**config.mk**
```make
export PLATFORM = sky130hd
export DESIGN_NAME = rgbyuv_csc
export DESIGN_NICKNAME = d
export VERILOG_FILES = /design/src/rtl/core/rgbyuv_pkg.sv /design/src/rtl/core/rgbyuv_csc.sv
export SDC_FILE = /design/constraint.sdc
export NUM_CORES = 1
export LEC_CHECK = 0
export BUFFER_PORTS_ARGS = -buffer_cell sky130_fd_sc_hd__buf_2
export CORE_MARGIN = 2
export CORE_UTILIZATION = 45
export CTS_BUF_LIST = sky130_fd_sc_hd__clkbuf_4 sky130_fd_sc_hd__clkbuf_8
export DETAILED_ROUTE_END_ITERATION = 16
export GPL_TIMING_DRIVEN = 0
export PLACE_DENSITY = 0.63
export SLEW_MARGIN = 20
export SYNTH_ARGS = -nofsm -noshare
export SYNTH_HDL_FRONTEND = slang
export SYNTH_SLANG_ARGS = --single-unit
```
**constraint.sdc**
```tcl
create_clock -name clk_i -period 1.19 [get_ports clk_i]
set_clock_uncertainty 0.05 [all_clocks]
set_input_delay 0.119 -clock clk_i [delete_from_list [all_inputs] [get_ports clk_i]]
set_output_delay 0.119 -clock clk_i [all_outputs]
set_load 0.005 [all_outputs]
```
**src/rtl/core/rgbyuv_pkg.sv**
```systemverilog
package rgbyuv_pkg;

  // Default size limits of the source image.
  localparam int unsigned MaxWidthDefault  = 4096;
  localparam int unsigned MaxHeightDefault = 4096;

  // Configuration register file.
  localparam int unsigned CfgDataWidth  = 13;
  localparam int unsigned CfgIndexWidth = 1;

  typedef enum logic [CfgIndexWidth-1:0] {
    REG_IMAGE_WIDTH  = 1'b0,
    REG_IMAGE_HEIGHT = 1'b1
  } cfg_reg_e;

  localparam logic [CfgDataWidth-1:0] ImageWidthReset  = 13'd640;
  localparam logic [CfgDataWidth-1:0] ImageHeightReset = 13'd480;

  // Color conversion coefficients, scaled by 2^16 and rounded.
  localparam int unsigned AccWidth = 26;

  localparam logic signed [AccWidth-1:0] CoefYR = 26'sd19595;
  localparam logic signed [AccWidth-1:0] CoefYG = 26'sd38470;
  localparam logic signed [AccWidth-1:0] CoefYB = 26'sd7471;
  localparam logic signed [AccWidth-1:0] CoefUR = -26'sd9642;
  localparam logic signed [AccWidth-1:0] CoefUG = -26'sd18931;
  localparam logic signed [AccWidth-1:0] CoefUB = 26'sd28574;
  localparam logic signed [AccWidth-1:0] CoefVR = 26'sd40305;
  localparam logic signed [AccWidth-1:0] CoefVG = -26'sd33750;
  localparam logic signed [AccWidth-1:0] CoefVB = -26'sd6554;
  localparam logic signed [AccWidth-1:0] OffsetLuma   = 26'sd0;
  localparam logic signed [AccWidth-1:0] OffsetChroma = 26'sd8388608;

  // Each line memory word carries the U sum and the V sum of one pair.
  localparam int unsigned SumWidth     = 9;
  localparam int unsigned LineSumWidth = 2 * SumWidth;

  typedef struct packed {
    logic [7:0] red;
    logic [7:0] green;
    logic [7:0] blue;
  } pixel_t;

  typedef struct packed {
    logic [7:0] luma;
    logic       chroma_valid;
    logic [7:0] chroma_u;
    logic [7:0] chroma_v;
    logic       frame_end;
  } result_t;

  typedef struct packed {
    logic [7:0] luma;
    logic [7:0] u;
    logic [7:0] v;
  } yuv_t;

  // Raster position flags of one pixel.
  typedef struct packed {
    logic col_odd;
    logic row_odd;
    logic last_col;
    logic last_row;
  } pos_t;

  // One output channel of the conversion: weighted sum, floor, clamp to 0..255.
  function automatic logic [7:0] csc_channel(
    input logic [7:0]                 r,
    input logic [7:0]                 g,
    input logic [7:0]                 b,
    input logic signed [AccWidth-1:0] cr,
    input logic signed [AccWidth-1:0] cg,
    input logic signed [AccWidth-1:0] cb,
    input logic signed [AccWidth-1:0] offset
  );
    logic signed [AccWidth-1:0] acc;
    logic [8:0]                 whole;
    logic [7:0]                 result;
    acc = $signed({18'b0, r}) * cr + $signed({18'b0, g}) * cg
        + $signed({18'b0, b}) * cb + offset;
    whole = acc[24:16];
    if (acc[AccWidth-1]) begin
      result = 8'd0;
    end else if (whole[8]) begin
      result = 8'hFF;
    end else begin
      result = whole[7:0];
    end
    return result;
  endfunction

endpackage

```
**src/rtl/core/rgbyuv_csc.sv**
```systemverilog
module rgbyuv_csc #(
  parameter int unsigned MAX_WIDTH = rgbyuv_pkg::MaxWidthDefault,
  localparam int unsigned PairSlots = (MAX_WIDTH + 1) / 2,
  localparam int unsigned SlotWidth = (PairSlots > 1) ? $clog2(PairSlots) : 1
) (
  input  logic                  clk_i,
  input  logic                  rst_ni,
  input  logic                  load_i,
  input  logic                  valid_i,
  input  rgbyuv_pkg::pixel_t    pix_i,
  input  rgbyuv_pkg::pos_t      pos_i,
  input  logic [SlotWidth-1:0]  slot_i,
  output logic                  valid_o,
  output rgbyuv_pkg::yuv_t      yuv_o,
  output rgbyuv_pkg::pos_t      pos_o,
  output logic [SlotWidth-1:0]  slot_o
);

  logic                 valid_q;
  rgbyuv_pkg::yuv_t     yuv_d, yuv_q;
  rgbyuv_pkg::pos_t     pos_q;
  logic [SlotWidth-1:0] slot_q;

  always_comb begin
    yuv_d.luma = rgbyuv_pkg::csc_channel(pix_i.red, pix_i.green, pix_i.blue,
      rgbyuv_pkg::CoefYR, rgbyuv_pkg::CoefYG, rgbyuv_pkg::CoefYB, rgbyuv_pkg::OffsetLuma);
    yuv_d.u    = rgbyuv_pkg::csc_channel(pix_i.red, pix_i.green, pix_i.blue,
      rgbyuv_pkg::CoefUR, rgbyuv_pkg::CoefUG, rgbyuv_pkg::CoefUB, rgbyuv_pkg::OffsetChroma);
    yuv_d.v    = rgbyuv_pkg::csc_channel(pix_i.red, pix_i.green, pix_i.blue,
      rgbyuv_pkg::CoefVR, rgbyuv_pkg::CoefVG, rgbyuv_pkg::CoefVB, rgbyuv_pkg::OffsetChroma);
  end

  always_ff @(posedge clk_i or negedge rst_ni) begin
    if (!rst_ni) begin
      valid_q <= 1'b0;
    end else if (load_i) begin
      valid_q <= valid_i;
    end
  end

  always_ff @(posedge clk_i) begin
    if (load_i && valid_i) begin
      yuv_q  <= yuv_d;
      pos_q  <= pos_i;
      slot_q <= slot_i;
    end
  end

  assign valid_o = valid_q;
  assign yuv_o   = yuv_q;
  assign pos_o   = pos_q;
  assign slot_o  = slot_q;

endmodule

```
# Yosys cells after proc, flatten, opt, wreduce, memory -nomap -nowiden
# Cells that the tools add are included.
[totals]
out_inout_bits = 40
reg_bits = 40
wordCells = 30
in_bits = 43
[classes]
addsub = 8
multipliers = 9
n_reduce_logical = 1
n_mux = 3
[op_table]
columns = ["op", "n"]
rows = [
  ["$add A26 B25 Y26 const B", 2],
  ["$mul A9 B16 Y25 const B", 2],
  ["$mul A8 B15 Y23 const B", 2],
  ["$add A24 B25 Y26", 1],
  ["$add A25 B21 Y26", 1],
  ["$add A25 B26 Y26", 1],
  ["$add A26 B23 Y26", 1],
  ["$add A26 B24 Y26", 1],
  ["$add A23 B24 Y25", 1],
  ["$mul A8 B16 Y24 const B", 1],
  ["$mux W8", 3],
  ["$mul A9 B14 Y23 const B", 1],
  ["$mul A8 B14 Y22 const B", 1],
  ["$mul A9 B13 Y22 const B", 1],
  ["$mul A8 B13 Y21 const B", 1],
  ["$logic_and A1 B1 Y1", 1],
]

# Longest topological paths before layout
[depth]
ltp_word = 5
mapped_depth = 33
ltp_nobuf = 33

# Least setup slack after synthesis
# OpenSTA, ideal clock, no wires.
[synth_timing]
kind = "input port to flip-flop"
start = "in pix_i[5] in the netlist's numbering"
end = "reg yuv_q (netlist bit yuv_o[15]) (data pin)"
n_path_buf = 0
t_required_ns = 0.879
t_arrival_ns = 7.690
slack_ns = -6.811
path_stages = 31
setup_ns = 0.261
path_cell_list = "fa_1 -> inv_1 -> fa_1 -> inv_1 -> fa_1 -> fa_1 -> ha_1 -> inv_1 -> o21bai_1 -> a21oi_1 -> o21ai_0 -> a41oi_1 -> a21oi_1 -> xnor2_1 -> fa_1 -> inv_1 -> fa_1 -> inv_1 -> fa_1 -> inv_1 -> ha_1 -> a21o_1 -> a21o_1 -> a21o_1 -> a21oi_1 -> o21ai_1 -> a211o_1 -> a21o_1 -> a21oi_1 -> xnor3_1 -> o311a_1"
[synth_via]
elab_chain_len = 4
[synth_rtl]
columns = ["item", "line", "source"]
rows = [
  ["start: declaration", "rgbyuv_csc.sv:10", "input rgbyuv_pkg::pixel_t pix_i,"],
  ["$mul A8 B14 Y22 *", "rgbyuv_pkg.sv:80", "+ $signed({18'b0, b}) * cb + offset;"],
  ["$add A26 B24 Y26 *", "rgbyuv_pkg.sv:80", ""],
  ["$add A26 B25 Y26 *", "rgbyuv_pkg.sv:80", ""],
  ["$mux W8", "rgbyuv_pkg.sv:84", "end else if (whole[8]) begin"],
  ["end signal: assignment", "rgbyuv_csc.sv:43", "yuv_q <= yuv_d;"],
  ["end: declaration", "rgbyuv_csc.sv:20", "rgbyuv_pkg::yuv_t yuv_d, yuv_q;"],
]
# Every way passes the cells marked *; elsewhere a longest branch is shown, timed or not.
# A chain may end at the register's enable or synchronous reset.

# Worst setup path after layout
[layout_timing]
start = "in pix_i[6] in the netlist's numbering"
end = "reg yuv_q (netlist bit yuv_o[13]) (data pin)"
# The elaborated chain is that of the path after synthesis.

==> results.toml <==
[min_path]
min_from = "valid_i"
hold_depth = 2
hold_class = "primary input to register"
hold_end = "pos_o[1]"

[cts]
clock_latency_ns = 0.34
cts.reportedPaths.clkPinSlew_ns = 0.13
cts_max_level = 2
cts_buffers = 5
cts.sinks = 40
cts_tree = "yes"
clk_path_buf_depth = 2
clock-root-buffer = "clkbuf_8"

[sta]
setup_violations = 24
final_max_slew_viol_count = 0
rsz0062_at_grt = "true"
period_minus_slack_ns = 7.57
relSlewSlack_pct = 58.3
fmax_ghz = 0.132
final_hold_viol_count = 0
timing.final.crit_share_pct = 637
setup_slack_ns = -6.38
worst_pin_slew_ns = 0.622
tns_ns = -139.76

[route]
vias = 15505
drt-wirelength-per-cell_um = 18.7
drt_pre_antenna_iters = 7
ant_nets = 0
dr.first_iter.drc_count = 781
vias_per_cell = 5.16
drt-total-wl_mm = 56.3
drc = 0

[worst_setup_path]
r2r_start = "valid_o"
r2r-end = "valid_o"
crit_top_cell = "fa_1"
r2r_cells = 1
critPathSlowestCell = "fa_2"
startpoint = "pix_i[6]"
worst-setup-path-type = "primary input to register"
reg2reg_slack_ns = 0.35
startpoint_type = "primary input"
max_stage_delay_ns = 0.60
cp.required_ns = 1.24
cp_max_fo = 8
arrival_ns = 7.62
critPathCaptureType = "register"

[logic_synthesis]
syn_nets = 3133
syn_area_um2 = 21800
syn_inst = 2230
synth_edf_count = 39
synth_warnings = 0
syn_area_per_cell_um2 = 9.77
async_reset_ff_share_pct = 2.50
ys_seq_elements = 40
synth_cell_types = 64
ys_seq_area_share_pct = 5.49
synth_ff_type = "edfxtp_1"

[floorplanning]
initial_utilization_pct = 45.6
core-area_um2 = 47700
die_w_um = 224
die_h_um = 224
rows = 80
ios = 83
die-area_um2 = 50200

[outcome]
status = "finished, violations left"
violations = "setup timing"

[global_route]
grt_remaining_overflow = 0
grt_usage_pct = 23.7
grt_pass1_wl_mm = 91.7
grt_max_degree = 40
grt_pass1_vias = 17209
antenna_found_initial = 0

[cells_and_area]
antenna_cells = 0
drive_gt1_share_pct = 13.3
fillCellCount = 4279
layout.area.seq_um2 = 1200
final_common_cell = "inv_1"
area_growth_pct = 14.2
fin_nets = 3293
most-common-layout-cells = "inv_1, ha_1, fa_1"
multiInputGateArea_um2 = 19000

[run]
max_cap_viol_count = 0

[placed_design]
gp_congestion = 0.931
place_hpwl_mm = 48.1
io_buffers = 82
-- metal layers --
| layer | wire length (um) | vias to the layer above | GRT usage [%] | part of all wire, % |
|---|---|---|---|---|
| met1 | 25800 | 7764 | 32.2 | 46 |
| met4 | 1650 | 0 | 6.80 | 2.9 |
| met5 | 0 | - | 0 | 0 |
| met2 | 26600 | 312 | 40.5 | 47 |
| li1 | - | 7352 | - | - |
| met3 | 2280 | 77 | 2.12 | 4.0 |
-- state kept, by name, indices dropped and copies added (netlist names) --
name and flops:
slot_o 11, pos_o 4, yuv_o 24, valid_o 1
-- what timing repair did --
item	4_1_cts	5_1_grt
resized for setup	152	21
endpoints found under the hold margin	17	0
setup endpoints to repair	53	24
setup buffers	42	13
hold buffers	19	0
pin swaps	49	20
-- Yosys cell counts, drive strengths merged, types with 5 or more instances --
cell / n / area (um^2)
and2: 6 / 37.5
a211o: 7 / 61.3
nand2: 35 / 131
fa: 385 / 7710
and3: 17 / 111
a21o: 45 / 338
or3: 7 / 43.8
nand3: 22 / 110
nor2: 58 / 218
o31ai: 7 / 57.6
xnor2: 94 / 868
o211ai: 5 / 37.5
nor3: 24 / 125
o21bai: 20 / 150
a211oi: 8 / 65.1
xor2: 46 / 403
ha: 475 / 5940
edfxtp: 39 / 1170
nor2b: 13 / 81.3
inv: 671 / 2520
or2: 13 / 81.3
a31oi: 7 / 43.8
o21ai: 36 / 180
a21oi: 91 / 463
nand2b: 11 / 68.8
o21a: 35 / 263
-- final cells by class --
cell class                      count  share of cell area (%)
Buffer                              2                  0.0604
Inverter                          672                    10.3
Clock buffer                        5                   0.277
Timing Repair Buffer              153                    4.91
Tap cell                          615                    3.09
Sequential cell                    40                    4.81
Multi-Input combinational cell   1516                    76.3
Clock inverter                      3                   0.191
-- worst max-delay path: cells and delay by family --
family / cells / cell delay (ns)
xor gates and xnor gates: 2 / 0.45
adders and majority gates: 9 / 4.10
buffers and inverters: 8 / 0.53
AOI/OAI and AO/OA: 14 / 2.42
-- per-stage QoR --
| stage | worst slack [ns] | utilization [%] | instance area [um^2] | cells | hold WS [ns] |
|---|---|---|---|---|---|
| 2_1_floorplan | -6.23 | - | 22100 | 2230 | -0.227 |
| 3_3_place_gp | -7.75 | 48.8 | 23300 | 2927 | -0.156 |
| 3_5_place_dp | -7.79 | 48.8 | 23300 | 2927 | -0.155 |
| 4_1_cts | -6.27 | 51.7 | 24700 | 2996 | 0.373 |
| 5_1_grt | -6.64 | 52.1 | 24900 | 3006 | 0.385 |
| 6_report | -6.38 | 52.1 | 24900 | 3006 | 0.341 |
-- worst max-delay path by stage --
| stage | end | slack [ns] | cells after the start |
|---|---|---|---|
| after detailed placement | yuv_o[15] | -7.79 | 32 |
| after global placement | yuv_o[15] | -7.75 | 32 |
| after CTS | yuv_o[8] | -6.27 | 29 |
| after floorplan | yuv_o[15] | -6.23 | 30 |
| after global routing | yuv_o[13] | -6.64 | 33 |
| final | yuv_o[13] | -6.38 | 33 |
-- cell families after synthesis --
family	share of synthesized area [%]
mux	0.190
compound gates	8.91
fa+ha+maj	62.7
flops	5.49
xor+xnor	5.94
simple gates	5.08
buf+inv	11.7
Power is left out: the tool's default activity adds up to more than one toggle a clock period on the data nets, which glitch-free logic cannot reach.
