<file path="src/rtl/core/rgbyuv_pkg.sv">
package rgbyuv_pkg;

  // Default size limits of the source image.
  localparam int unsigned MaxWidthDefault  = 4096;
  localparam int unsigned MaxHeightDefault = 4096;

  // Configuration register file.
  localparam int unsigned CfgDataWidth  = 13;
  localparam int unsigned CfgIndexWidth = 1;

  typedef enum logic [CfgIndexWidth-1:0] {
    REG_IMAGE_WIDTH  = 1'b0,
    REG_IMAGE_HEIGHT = 1'b1
  } cfg_reg_e;

  localparam logic [CfgDataWidth-1:0] ImageWidthReset  = 13'd640;
  localparam logic [CfgDataWidth-1:0] ImageHeightReset = 13'd480;

  // Color conversion coefficients, scaled by 2^16 and rounded.
  localparam int unsigned AccWidth = 26;

  localparam logic signed [AccWidth-1:0] CoefYR = 26'sd19595;
  localparam logic signed [AccWidth-1:0] CoefYG = 26'sd38470;
  localparam logic signed [AccWidth-1:0] CoefYB = 26'sd7471;
  localparam logic signed [AccWidth-1:0] CoefUR = -26'sd9642;
  localparam logic signed [AccWidth-1:0] CoefUG = -26'sd18931;
  localparam logic signed [AccWidth-1:0] CoefUB = 26'sd28574;
  localparam logic signed [AccWidth-1:0] CoefVR = 26'sd40305;
  localparam logic signed [AccWidth-1:0] CoefVG = -26'sd33750;
  localparam logic signed [AccWidth-1:0] CoefVB = -26'sd6554;
  localparam logic signed [AccWidth-1:0] OffsetLuma   = 26'sd0;
  localparam logic signed [AccWidth-1:0] OffsetChroma = 26'sd8388608;

  // Each line memory word carries the U sum and the V sum of one pair.
  localparam int unsigned SumWidth     = 9;
  localparam int unsigned LineSumWidth = 2 * SumWidth;

  typedef struct packed {
    logic [7:0] red;
    logic [7:0] green;
    logic [7:0] blue;
  } pixel_t;

  typedef struct packed {
    logic [7:0] luma;
    logic       chroma_valid;
    logic [7:0] chroma_u;
    logic [7:0] chroma_v;
    logic       frame_end;
  } result_t;

  typedef struct packed {
    logic [7:0] luma;
    logic [7:0] u;
    logic [7:0] v;
  } yuv_t;

  // Raster position flags of one pixel.
  typedef struct packed {
    logic col_odd;
    logic row_odd;
    logic last_col;
    logic last_row;
  } pos_t;

  // One output channel of the conversion: weighted sum, floor, clamp to 0..255.
  function automatic logic [7:0] csc_channel(
    input logic [7:0]                 r,
    input logic [7:0]                 g,
    input logic [7:0]                 b,
    input logic signed [AccWidth-1:0] cr,
    input logic signed [AccWidth-1:0] cg,
    input logic signed [AccWidth-1:0] cb,
    input logic signed [AccWidth-1:0] offset
  );
    logic signed [AccWidth-1:0] acc;
    logic [8:0]                 whole;
    logic [7:0]                 result;
    acc = $signed({18'b0, r}) * cr + $signed({18'b0, g}) * cg
        + $signed({18'b0, b}) * cb + offset;
    whole = acc[24:16];
    if (acc[AccWidth-1]) begin
      result = 8'd0;
    end else if (whole[8]) begin
      result = 8'hFF;
    end else begin
      result = whole[7:0];
    end
    return result;
  endfunction

endpackage

</file>
<file path="src/rtl/core/rgbyuv_position.sv">
module rgbyuv_position #(
  parameter int unsigned MAX_WIDTH  = rgbyuv_pkg::MaxWidthDefault,
  parameter int unsigned MAX_HEIGHT = rgbyuv_pkg::MaxHeightDefault,
  localparam int unsigned PairSlots = (MAX_WIDTH + 1) / 2,
  localparam int unsigned SlotWidth = (PairSlots > 1) ? $clog2(PairSlots) : 1
) (
  input  logic                                   clk_i,
  input  logic                                   rst_ni,
  input  logic                                   cfg_we_i,
  input  logic [rgbyuv_pkg::CfgIndexWidth-1:0]   cfg_index_i,
  input  logic [rgbyuv_pkg::CfgDataWidth-1:0]    cfg_data_i,
  input  logic                                   advance_i,
  output rgbyuv_pkg::pos_t                       pos_o,
  output logic [SlotWidth-1:0]                   slot_o
);

  localparam int unsigned ColWidth  = $clog2(MAX_WIDTH);
  localparam int unsigned RowWidth  = $clog2(MAX_HEIGHT);
  localparam int unsigned DimWWidth = $clog2(MAX_WIDTH + 1);
  localparam int unsigned DimHWidth = $clog2(MAX_HEIGHT + 1);

  logic [rgbyuv_pkg::CfgDataWidth-1:0] width_q, height_q;
  logic [ColWidth-1:0]                 col_q, col;
  logic [RowWidth-1:0]                 row_q, row;
  logic [RowWidth:0]                   row_inc;
  logic [DimWWidth-1:0]                w_eff;
  logic [DimHWidth-1:0]                h_eff;
  logic                                col_wrap, last_col, last_row;

  always_ff @(posedge clk_i or negedge rst_ni) begin
    if (!rst_ni) begin
      width_q  <= rgbyuv_pkg::ImageWidthReset;
      height_q <= rgbyuv_pkg::ImageHeightReset;
    end else if (cfg_we_i) begin
      case (cfg_index_i)
        rgbyuv_pkg::REG_IMAGE_WIDTH:  width_q  <= cfg_data_i;
        rgbyuv_pkg::REG_IMAGE_HEIGHT: height_q <= cfg_data_i;
        default: ;
      endcase
    end
  end

  // A zero dimension acts as one; an oversized one saturates.
  always_comb begin
    if (width_q == '0) begin
      w_eff = DimWWidth'(1);
    end else if (32'(width_q) > 32'(MAX_WIDTH)) begin
      w_eff = DimWWidth'(MAX_WIDTH);
    end else begin
      w_eff = DimWWidth'(width_q);
    end
    if (height_q == '0) begin
      h_eff = DimHWidth'(1);
    end else if (32'(height_q) > 32'(MAX_HEIGHT)) begin
      h_eff = DimHWidth'(MAX_HEIGHT);
    end else begin
      h_eff = DimHWidth'(height_q);
    end
  end

  // Counters left out of range by a dimension change wrap before use.
  always_comb begin
    col_wrap = 32'(col_q) >= 32'(w_eff);
    col      = col_wrap ? '0 : col_q;
    row_inc  = col_wrap ? ({1'b0, row_q} + 1'b1) : {1'b0, row_q};
    row      = (32'(row_inc) >= 32'(h_eff)) ? '0 : row_inc[RowWidth-1:0];
    last_col = 32'(col) == 32'(w_eff) - 32'd1;
    last_row = 32'(row) == 32'(h_eff) - 32'd1;
  end

  always_ff @(posedge clk_i or negedge rst_ni) begin
    if (!rst_ni) begin
      col_q <= '0;
      row_q <= '0;
    end else if (advance_i) begin
      if (last_col) begin
        col_q <= '0;
        row_q <= last_row ? '0 : row + 1'b1;
      end else begin
        col_q <= col + 1'b1;
        row_q <= row;
      end
    end
  end

  assign pos_o.col_odd  = col[0];
  assign pos_o.row_odd  = row[0];
  assign pos_o.last_col = last_col;
  assign pos_o.last_row = last_row;
  assign slot_o         = SlotWidth'(col >> 1);

endmodule

</file>
<file path="config.mk">
export PLATFORM = sky130hd
export DESIGN_NAME = rgbyuv_position
export DESIGN_NICKNAME = d
export VERILOG_FILES = /design/src/rtl/core/rgbyuv_pkg.sv /design/src/rtl/core/rgbyuv_position.sv
export SDC_FILE = /design/constraint.sdc
export NUM_CORES = 1
export LEC_CHECK = 0
export BUFFER_PORTS_ARGS = -buffer_cell sky130_fd_sc_hd__buf_2
export CAP_MARGIN = 20
export CELL_PAD_IN_SITES_DETAIL_PLACEMENT = 1
export CELL_PAD_IN_SITES_GLOBAL_PLACEMENT = 1
export CORE_AREA = 2 2 103 105
export CTS_BUF_LIST = sky130_fd_sc_hd__clkbuf_4
export DETAILED_ROUTE_END_ITERATION = 10
export DIE_AREA = 0 0 105 107
export HOLD_SLACK_MARGIN = 0.1
export MAX_ROUTING_LAYER = met4
export PLACE_DENSITY = 0.87
export SLEW_MARGIN = 20
export SYNTH_ARGS = -nofsm -noshare
export SYNTH_HDL_FRONTEND = slang
export SYNTH_SLANG_ARGS = --single-unit
</file>
<file path="constraint.sdc">
create_clock -name clk_i -period 12.3 [get_ports clk_i]
set_input_delay 0.615 -clock clk_i [delete_from_list [all_inputs] [get_ports clk_i]]
set_output_delay 0.615 -clock clk_i [all_outputs]
set_load 0.03 [all_outputs]
</file>
Yosys cells after proc, flatten, opt, wreduce, memory -nomap -nowiden
Index checks and enable logic that the tools add are counted.
{ "op_classes": {"addsub": 5, "n_mul": 0, "div": 0, "order_cmp": 4, "eq_ne": 2, "shifts": 0, "muxes": 10, "bitwise_logic": 1, "reduce_logical": 4} }
{ "ops": {"columns": ["op", "count"], "rows": [
  ["$mux 13", 5],
  ["$eq 12x32->1", 2],
  ["$mux 12", 5],
  ["$sub 13x1->14 const B", 2],
  ["$gt 13x13->1 const B", 2],
  ["$logic_not 13->1", 2],
  ["$add 12x1->12 const B", 2],
  ["$add 12x1->13 const B", 1],
  ["$ge 12x13->1", 1],
  ["$ge 13x13->1", 1],
  ["$reduce_and 2->1", 2],
  ["$not 1->1", 1]
]} }
{ "totals": {"reg_bits": 50, "latchBits": 0, "ram_bits": 0, "romBits": 0, "inputBits": 18, "output_inout_bits": 15, "word_cells": 30, "memories": 0} }

Logic depth before layout (Yosys ltp)
Gate-level depths: netlist of run 1.
{ "logic_depth": {"ltp_word": 10, "ltp_mapped": 28, "ltp_nobuf": 24} }

Worst setup path before layout of run 1
Ideal clock, no wire load.
{ "synth_path": {"path_kind": "register to register", "start": "register width_q[7] in the netlist's numbering", "end": "register row_q[8]", "setup_ps": 124, "t_arrival_ps": 5708, "required_time_ps": 12176, "setup_slack_ps": 6468, "stages_incl_launch_ff": 29, "n_path_buf": 4, "period_less_slack_ps": 5832, "path_cell_list": "dfstp_2 or3_1 clkbuf_1 nor2_1 a32oi_1 inv_1 ha_1 nor2b_1 o21ai_0 a311oi_1 clkbuf_1 nor3_1 xnor2_1 inv_1 ha_1 o211a_1 o31ai_1 a31o_2 nand2_1 clkbuf_1 clkbuf_1 nor2_1 ha_1 o21ai_0 nor4b_2 and3b_1 or2_2 o2bb2ai_1 a21oi_1"} }
{ "synth_lines": {"columns": ["item", "line_no", "source"], "rows": [
  ["from (decl)", "rgbyuv_position.sv:22", "logic [rgbyuv_pkg::CfgDataWidth-1:0] width_q, height_q;"],
  ["from (signal assigned)", "rgbyuv_position.sv:32", "width_q <= rgbyuv_pkg::ImageWidthReset;"],
  ["from (signal assigned)", "rgbyuv_position.sv:36", "rgbyuv_pkg::REG_IMAGE_WIDTH: width_q <= cfg_data_i;"],
  ["to (signal assigned)", "rgbyuv_position.sv:78", "row_q <= last_row ? '0 : row + 1'b1;"],
  ["to (signal assigned)", "rgbyuv_position.sv:81", "row_q <= row;"],
  ["to (decl)", "rgbyuv_position.sv:24", "logic [RowWidth-1:0] row_q, row;"]
]} }

==> results of run 1 <==
-- placed cells by master, fill, tap and decap left out, drive strengths merged, types with 4 or more instances in the layout --
cell type	instances
or4	7
nor2b	9
dfrtp	44
nand4	13
o22ai	8
o21ai	34
or2	4
nand2b	4
buf	36
clkbuf	5
o31ai	11
a211oi	6
xnor2	22
o2111ai	4
o21a	4
a31oi	7
a21oi	29
ha	30
dfstp	6
mux2	26
xor2	4
mux2i	4
nor3	24
nand3	30
o211ai	11
o2bb2ai	6
nand2	68
nor4	11
nor2	44
and4	6
and2	14
inv	24
and3	14
or3	9
-- cell type report --
class | count | share of cell area [%]
sequential | 50 | 23.56
inverter | 24 | 1.686
clock buffer | 5 | 0.7026
multi-input combinational | 517 | 67.10
clock inverter | 3 | 0.2108
timing repair buffer | 36 | 3.560
tap | 136 | 3.185
-- power by group through the flow --
| stage | registers (mW) | clock network [mW] | logic [mW] |
|---|---|---|---|
| CTS | 0.270 | 0.0734 | 0.709 |
| global placement | 0.270 | 0 | 0.671 |
| floorplan | 0.239 | 0 | 0.549 |
| finish | 0.272 | 0.0712 | 0.720 |
| detailed placement | 0.272 | 0 | 0.705 |
| global route | 0.280 | 0.0784 | 0.794 |
-- per-layer routing --
layer	track usage, %	vias up	wire [um]	share of wire [%]
met3	3.465	22	677	4.3
li1	-	2365	-	-
met2	46.94	138	7264	46
met4	5.429	0	274	1.7
met5	-	-	0	0
met1	41.48	2517	7658	48
-- cells by family (layout without fill, tap and decap cells) --
family,after synthesis,in the layout,synth area share [%]
DFF,50,50,24.63
adders and majority gates,30,30,7.346
muxes,30,30,6.513
AOI/OAI and AO/OA,155,155,21.43
buffers and inverters,63,68,5.387
and+or+nand+nor,275,275,29.65
xor gates and xnor gates,27,27,5.044
-- how the worst max path moves through the flow --
stage / slack, ns / cells past startpoint / end / from
2_1_floorplan: 6.47 / 28 / row_q[8] / width_q[7]
3_5_place_dp: 5.44 / 20 / pos_o[0] / width_q[12]
5_1_grt: 4.27 / 20 / pos_o[0] / width_q[12]
4_1_cts: 5.02 / 20 / pos_o[0] / width_q[12]
3_3_place_gp: 5.74 / 20 / pos_o[0] / width_q[12]
6_report: 4.91 / 20 / pos_o[0] / width_q[12]
-- registers in the layout (all words and copies together) (netlist names) --
| signal | cells |
|---|---|
| row_q | 12 |
| height_q | 13 |
| col_q | 12 |
| width_q | 13 |
-- through the flow --
step           total power [mW]  cells  instance area (um^2)  setup WS (ns)  hold WS (ns)
6_report                  1.064    771                  5343          4.911        0.3359
3_3_place_gp             0.9411    763                  5291          5.743        0.5189
2_1_floorplan            0.7874    630                  5110          6.468        0.3194
3_5_place_dp             0.9776    763                  5291          5.436        0.5503
4_1_cts                   1.053    771                  5340          5.021        0.3707
5_1_grt                   1.152    771                  5343          4.271        0.3803
-- worst register-to-register path, delay by kind of cell, from the launching register on --
kind	cells	cell delay (ns)
buf+inv	3	0.51
simple gates	8	2.44
flops	1	0.70
compound gates	8	1.92
mux	1	0.41
fa+ha+maj	3	0.85
==> impl_metrics.toml, run 1 <==
[outcome]
run_status = "finished clean"

[yosys]
synth.net_count = 678
yosysTopAreaCell = "dfrtp_1"
post_synth_main_area_contributors = "dfrtp_1 (22%), ha_1 (7.3%), mux2_2 (5.7%)"
synth-seq-cells = 50
yosys_warnings = 0
synth_edf_count = 0
post-synth-top-count-cell = "nand2_1"
yosys.cell_types.count = 86
postSynthAreaPerCell_um2 = 8.111
syn-cell-area_um2 = 5110
ys_dominant_reg_cell = "dfrtp_1"
post_synth_inst_count = 630
seq_area_frac_synth_pct = 24.63
post-synth-top-area-fraction_pct = 21.55
async_reset_ff_share_pct = 100.0
synthTopCellsByCount = "nand2_1 (67), dfrtp_1 (44), nor2_1 (44)"

[setup_path]
worst_setup_path_start_kind = "flip-flop"
worst_ep_arrival_time_ns = 6.77
worst_ep_required_time_ns = 11.69
r2r.worst_path.cells = 23
worst_r2r_startpoint = "width_q[12]"
path_delay_family = "simple AND/OR/NAND/NOR gates"
end_kind = "output port"
crit_type = "reg2out"
ff2ff_setup_slack_ns = 5.39
cp_slowest_stage_delay_ns = 0.70
critical_path_buf_inv_count = 4
critical_path.cell_chain = "inv_1 > a32oi_1 > inv_1 > ha_1 > nor2b_1 > o21ai_0 > a311o_1 > nand2_1 > mux2i_1 > inv_1 > ha_1 > nor2b_1 > o31ai_1 > a31o_2 > and2_0 > nand2_1 > a2111oi_2 > nor2_1 > nor4bb_1 > buf_2"
worst_r2r_endpoint = "row_q[8]"
critical_path_peak_fanout = 20
slowest_stage = "dfrtp_1"
path_common_cell = "inv_1"

[global_route]
initial_antenna_violation_count = 0
grt_pass1_vias = 5025
grt_start_max_net_pins = 51
grt_first_pass_wirelength_mm = 26.45
grt_remaining_overflow = 0
grt.total_usage_pct = 29.64

[cts]
clk_pin_slew_ns = 0.15
cts_hold_buffers = 0
clock_tree.buffer_depth = 2
h-tree-depth = 2
postCtsSetupRepairBufs = 0
clock_tree_from_tritoncts = "yes"
clk_lat_worst_skew_ns = 0.36
cts_sinks = 50
clock_tree.root_cell = "clkbuf_4"
post_cts_resized = 0
cts-buffers-inserted = 5

[power]
switching_share_pct = 53.77
net-switching-power_mw = 0.5719
power.share.clock_pct = 6.7
internal_power_mw = 0.4917
p_leak_nw = 2.165
comb_power_share_pct = 67.7
power_frac_seq_pct = 25.6
p_per_cell_area_nw_per_um2 = 199.1
peakVddDrop_uv = 78.45

[detailed_routing]
viasPerCell = 6.540
drt-total-wl_mm = 15.87
drc_marker_count_from_the_first_detailed_route_iteration = 260
vias = 5042
routed_wire_length_per_instance_um = 20.59
drt_first_pass_iters = 5
remaining_antenna_violation_count_after_routing = 0
drc = 0

[cells_and_area]
antenna_cells_inserted = 0
area_of_combinational_cells_with_multiple_inputs_um2 = 3585
fillCellCount = 1301
final_util_pct = 52.94
syn_to_final_growth_pct = 4.554
layout.area.seq_um2 = 1259
final_stage_net_count = 682
post_route_cells_drive_above_1_share_pct = 16.69

[floorplanning]
die_height_um = 107
fp.dieArea_um2 = 11240
floorplan.rows = 37
start_util_pct = 50.63
placeableCoreArea_um2 = 10090
io_pins = 33
chipWidth_um = 105

[timing]
min_period_over_period_pct = 60.07
final-setup-viol-count = 0
period_needed_ns = 7.389
clock.fmax_mhz = 135.3
final_hold_violating_endpoints = 0
worst_slew_pin_tran_ns = 1.035
setup-tns-final_ns = 0
rsz0062_at_grt = "no"
slew_headroom_pct = 31.00
final-max-slew-violation-count = 0
skew_ns = 0.02121

[place]
gp_congestion = 0.9560
place.detailed.hpwl_mm = 12.43
place.port_buffers = 32

[hold_path]
hold_class = "in2async"

[job]
timing.max_cap.violations = 0
Power figures use the tool's default switching activity.
==> inputs of run 2 (changes only) <==
Settings changed: CORE_AREA 2 2 103 105 to 2 2 107 109, DIE_AREA 0 0 105 107 to 0 0 109 111, PLACE_DENSITY 0.87 to 0.81.
Clock period 12.3 ns to 7.51 ns, I/O delays scaled along.
==> run 2 against run 1 <==
Effect of this change:
- global-route usage is 0.55 points lower
- non-clock buffer count is 2 higher
- die area increased by 7.7%
- highest routed layer unchanged
- wire length up 3.4%
- clock power is 92% higher
- critical path depth stayed put
- worst hold slack worse by 0.15 ns
- setup slack lost 4.6 ns
- clock skew grew 0.0043 ns
- largest power group unchanged
- power increased by 70%
- flip-flop and latch count unchanged
- combinational power rose by 69%
==> impl_metrics.toml, run 2 (synthesis results as in run 1) <==
[outcome]
run_status = "finished clean"

[timing]
min_period_over_period_pct = 95.25
skew_ns = 0.02549
rsz0062_at_grt = "no"
slew_headroom_pct = 30.94
final-setup-viol-count = 0
final-max-slew-violation-count = 0
final_hold_violating_endpoints = 0
period_needed_ns = 7.153
clock.fmax_mhz = 139.8
worst_slew_pin_tran_ns = 1.036
setup-tns-final_ns = 0
final_critical_path_setup_slack_ns = 0.3567

[power]
p_per_cell_area_nw_per_um2 = 334.6
p_leak_nw = 2.183
peakVddDrop_uv = 130.7

[floorplanning]
fp.dieArea_um2 = 12100
io_pins = 33
start_util_pct = 46.13
placeableCoreArea_um2 = 11080
chipWidth_um = 109
die_height_um = 111
floorplan.rows = 39

[detailed_routing]
drc = 0
remaining_antenna_violation_count_after_routing = 0
drt-total-wl_mm = 16.41
routed_wire_length_per_instance_um = 21.01
viasPerCell = 6.504
vias = 5080
drt_first_pass_iters = 5
drc_marker_count_from_the_first_detailed_route_iteration = 359

[setup_path]
critical_path_buf_inv_count = 4
worst_ep_arrival_time_ns = 6.78
worst_ep_required_time_ns = 7.13
r2r.worst_path.cells = 23
critical_path_peak_fanout = 22
cp_num_cells = 20
worst_r2r_startpoint = "width_q[12]"
ff2ff_setup_slack_ns = 0.60
path_delay_family = "compound AO/OA/AOI/OAI gates"
slowest_stage = "dfrtp_1"
path_common_cell = "inv_1"
worst_r2r_endpoint = "row_q[8]"
worst_setup_path_endpoint = "pos_o[0]"
startpoint_of_the_most_critical_setup_path = "width_q[12]"
critical_path.cell_chain = "inv_1 > a32oi_1 > inv_1 > ha_1 > nor2b_1 > o21ai_0 > a311oi_4 > nor3_1 > xnor2_1 > inv_1 > ha_1 > a21oi_1 > o21ai_0 > a21oi_1 > nand2_1 > or3_1 > o211ai_2 > nand3_1 > nor4bb_1 > buf_2"
worst_setup_path_start_kind = "flip-flop"
cp_slowest_stage_delay_ns = 0.68
end_kind = "output port"
crit_type = "reg2out"

[job]
timing.max_cap.violations = 0

[global_route]
grt_pass1_vias = 5032
initial_antenna_violation_count = 1
grt.total_usage_pct = 29.09
grt_first_pass_wirelength_mm = 26.94
grt_remaining_overflow = 0
grt_start_max_net_pins = 51

[cts]
cts_sinks = 50
clock_tree.root_cell = "clkbuf_4"
h-tree-depth = 2
clock_tree.buffer_depth = 2
clk_lat_worst_skew_ns = 0.43
clock_tree_from_tritoncts = "yes"
cts-buffers-inserted = 5
clk_pin_slew_ns = 0.15

[place]
place.port_buffers = 32
numPlacedInstances = 771
place.detailed.hpwl_mm = 12.63
dpl-instance-area_um2 = 5308
gp_congestion = 0.8978
dp_slack_ns = 0.6251

[hold_path]
hold_class = "in2reg"

[cells_and_area]
layoutNonFillerInstCount = 781
mostFrequentLayoutCell = "nand2_1"
syn_to_final_growth_pct = 5.656
post_route_cells_drive_above_1_share_pct = 17.43
most-common-layout-cells = "nand2_1 (67), nor2_1 (44), dfrtp_1 (44), o21ai_0 (33), buf_2 (32)"
postLayoutCellArea_um2 = 5399
final_util_pct = 48.74
final_stage_net_count = 684
reg.largest.list = "height_q: 13 flops, width_q: 13 flops"
-- run 2: changes by cell type in the layout (fill, tap and decap cells not counted), sizes merged --
cell	change
buf	+1
diode	+1
dlygate4sd3	+1
-- run 2: worst reg2reg max path, delay by kind of cell, from the launching register on --
kind | cells | cell delay (ns)
xor+xnor | 1 | 0.24
simple gates | 7 | 2.04
compound gates | 9 | 2.39
buf+inv | 3 | 0.60
flops | 1 | 0.68
fa+ha+maj | 3 | 0.90
-- run 2: worst min-delay path by stage --
stage | slack (ns) | cells after the start | startpoint | endpoint
5_1_grt | 0.18 | 3 | cfg_data_i[12] | width_q[12]
3_3_place_gp | 0.52 | 2 | rst_ni | row_q[9]
2_1_floorplan | 0.08 | 0 | rst_ni | col_q[0]
6_report | 0.18 | 3 | cfg_data_i[8] | width_q[8]
4_1_cts | 0.17 | 3 | cfg_data_i[12] | width_q[12]
3_5_place_dp | 0.53 | 2 | rst_ni | row_q[7]
-- run 2: final cells by class --
type,count,area (um^2)
Fill cell,1343,5678
Multi-Input combinational cell,517,3602
Sequential cell,50,1259
Timing Repair Buffer,38,207.7
Tap cell,143,178.9
Inverter,24,90.09
Clock buffer,5,37.54
Clock inverter,3,21.27
Antenna cell,1,2.502
-- run 2: through the flow --
step | hold WS [ns] | total power [mW]
floorplan | 0.07991 | 1.290
global placement | 0.5204 | 1.555
detailed placement | 0.5282 | 1.632
CTS | 0.1650 | 1.774
global route | 0.1815 | 1.942
finish | 0.1835 | 1.806
-- run 2: metal layers --
layer / up-vias / GRT usage (%) / routed length, um
li1: 2361 / - / -
met1: 2537 / 39.97 / 7494
met2: 151 / 44.27 / 7789
met3: 31 / 3.527 / 730
met4: 0 / 9.744 / 393
met5: - / - / 0
-- run 2: power by group --
part | leakage, nW | switching [mW] | internal (mW)
clock | 0.0328 | 0.101 | 0.0367
sequential | 0.585 | 0.119 | 0.331
combinational | 1.56 | 0.766 | 0.454
total | 2.18 | 0.985 | 0.822
-- run 2: repair_timing --
action	CTS	global route
hold buffers	1	0
gates resized for setup	0	4
buffers inserted	0	0
setup endpoints to repair	0	1
hold endpoints to repair	44	0
==> inputs of run 3 (changes only) <==
Settings changed: PLACE_DENSITY 0.81 to 0.91.
==> run 3 against run 2 <==
Effect of this change:
- clock skew up 0.0020 ns
- die area unchanged
- via count up 1.9%
- fmax up 1.0%
- worst hold slack worse by 0.017 ns
- critical path depth up 1
- setup slack better by 0.072 ns
- wire length about the same
- clock power about the same
- flip-flop and latch count unchanged
- critical endpoint unchanged
- highest routed layer unchanged
==> impl_metrics.toml, run 3 (synthesis results as in run 1) <==
[outcome]
run_status = "finished clean"

[setup_path]
critical_path.cell_chain = "inv_1 > a32oi_1 > inv_1 > ha_1 > nor2b_1 > o21ai_0 > a311oi_2 > buf_4 > o31ai_1 > nand2_1 > ha_1 > o211a_1 > o31ai_1 > a31o_2 > nand2_1 > nor2_1 > nand4b_1 > nand3_1 > nand3_1 > nor4bb_1 > buf_2"
worst_setup_path_start_kind = "flip-flop"
cp_slowest_stage_delay_ns = 0.68
critical_path_peak_fanout = 22
slowest_stage = "dfrtp_1"
critical_path_buf_inv_count = 4
worst_ep_arrival_time_ns = 6.71
crit_type = "reg2out"
path_delay_family = "compound AO/OA/AOI/OAI gates"
end_kind = "output port"
worst_ep_required_time_ns = 7.13

[place]
place.port_buffers = 32
gp_congestion = 0.9392
place.detailed.hpwl_mm = 12.57
numPlacedInstances = 771

[global_route]
grt_start_max_net_pins = 51
grt_first_pass_wirelength_mm = 27.41
initial_antenna_violation_count = 1
grt.total_usage_pct = 29.32
grt_pass1_vias = 5355
grt_remaining_overflow = 0

[cts]
clk_lat_worst_skew_ns = 0.43
clock_tree_from_tritoncts = "yes"
cts_sinks = 50
cts-buffers-inserted = 5
clock_tree.root_cell = "clkbuf_4"
h-tree-depth = 2
postCtsSetupRepairBufs = 0
clock_tree.buffer_depth = 2
clk_pin_slew_ns = 0.16

[floorplanning]
io_pins = 33
floorplan.rows = 39
placeableCoreArea_um2 = 11080
die_height_um = 111
chipWidth_um = 109
start_util_pct = 46.13
fp.dieArea_um2 = 12100

[power]
p_leak_nw = 2.181
peakVddDrop_uv = 154.0
p_per_cell_area_nw_per_um2 = 331.5

[timing]
final-setup-viol-count = 0
final-max-slew-violation-count = 0
fin_worst_hold_slack_ns = 0.1665
skew_ns = 0.02753
period_needed_ns = 7.081
rsz0062_at_grt = "no"
min_period_over_period_pct = 94.29
slew_headroom_pct = 32.82
clock.fmax_mhz = 141.2
setup-tns-final_ns = 0
worst_slew_pin_tran_ns = 1.008
final_hold_violating_endpoints = 0

[detailed_routing]
vias = 5175
routed_wire_length_per_instance_um = 20.99
viasPerCell = 6.626
remaining_antenna_violation_count_after_routing = 0
drc = 0
drc_marker_count_from_the_first_detailed_route_iteration = 403
drt_first_pass_iters = 5
drt-total-wl_mm = 16.39

[cells_and_area]
most-common-layout-cells = "nand2_1 (67), nor2_1 (44), dfrtp_1 (44), o21ai_0 (33), buf_2 (32)"
syn_to_final_growth_pct = 5.558
final_stage_net_count = 684
mostFrequentLayoutCell = "nand2_1"
layoutNonFillerInstCount = 781
reg.largest.list = "height_q: 13 flops, width_q: 13 flops"
post_route_cells_drive_above_1_share_pct = 17.58

[job]
timing.max_cap.violations = 0

[hold_path]
hold_class = "in2reg"
-- run 3: per-layer routing --
metal  share of wire [%]  track usage, %  up-vias
met1                  44           38.19     2583
met3                 5.4           4.409       40
met2                  48           46.13      189
met5                   0               -        -
li1                    -               -     2363
met4                 2.9           10.34        0
-- run 3: worst paths after layout --
kind / endpoint / slack [ns] / depth (start not counted) / start
min in group asynchronous: col_q[3] / 0.55 / 3 / rst_ni
min: width_q[12] / 0.17 / 3 / cfg_data_i[12]
min reg2reg: row_q[11] / 0.58 / 2 / row_q[11]
max in group asynchronous: height_q[11] / 6.48 / 3 / rst_ni
max reg2reg: row_q[10] / 0.68 / 22 / width_q[12]
max: pos_o[0] / 0.43 / 21 / width_q[12]
-- run 3: repair_timing --
action	CTS	global route
hold endpoints to repair	44	0
setup endpoints to repair	0	1
hold buffers	1	0
gates resized for setup	0	4
-- run 3: worst reg2reg max path, delay by kind of cell, from the launching register on --
kind | cells | cell delay [ns]
AO/OA/AOI/OAI | 9 | 2.40
AND/OR/NAND/NOR | 6 | 1.84
adder cells (fa/ha/maj) | 3 | 0.96
flip-flops | 1 | 0.68
buffers and inverters | 3 | 0.68
XOR/XNOR | 1 | 0.19
-- run 3: layout make-up --
type,count,area [um^2]
multi-input combinational,517,3597
clock buffer,5,37.54
sequential,50,1259
inverter,24,90.09
antenna,1,2.502
timing repair buffer,38,207.7
clock inverter,3,21.27
tap,143,178.9
fill,1363,5683
-- run 3: metrics by stage --
stage | total power, mW | utilization (%) | cell area (um^2) | setup WS [ns]
2_1_floorplan | 1.290 | - | 5110 | 1.678
4_1_cts | 1.755 | 48.54 | 5376 | 0.3211
3_5_place_dp | 1.611 | 47.92 | 5308 | 0.8719
3_3_place_gp | 1.536 | 47.92 | 5308 | 1.132
5_1_grt | 1.927 | 48.70 | 5394 | 0.03461
6_report | 1.788 | 48.70 | 5394 | 0.4287
-- run 3: report_power, final --
| part | internal (mW) | switching (mW) | total (mW) | leakage [nW] |
|---|---|---|---|---|
| clock network | 0.0367 | 0.100 | 0.137 | 0.0328 |
| registers | 0.331 | 0.119 | 0.450 | 0.585 |
| logic | 0.448 | 0.754 | 1.20 | 1.56 |
| total | 0.815 | 0.973 | 1.79 | 2.18 |
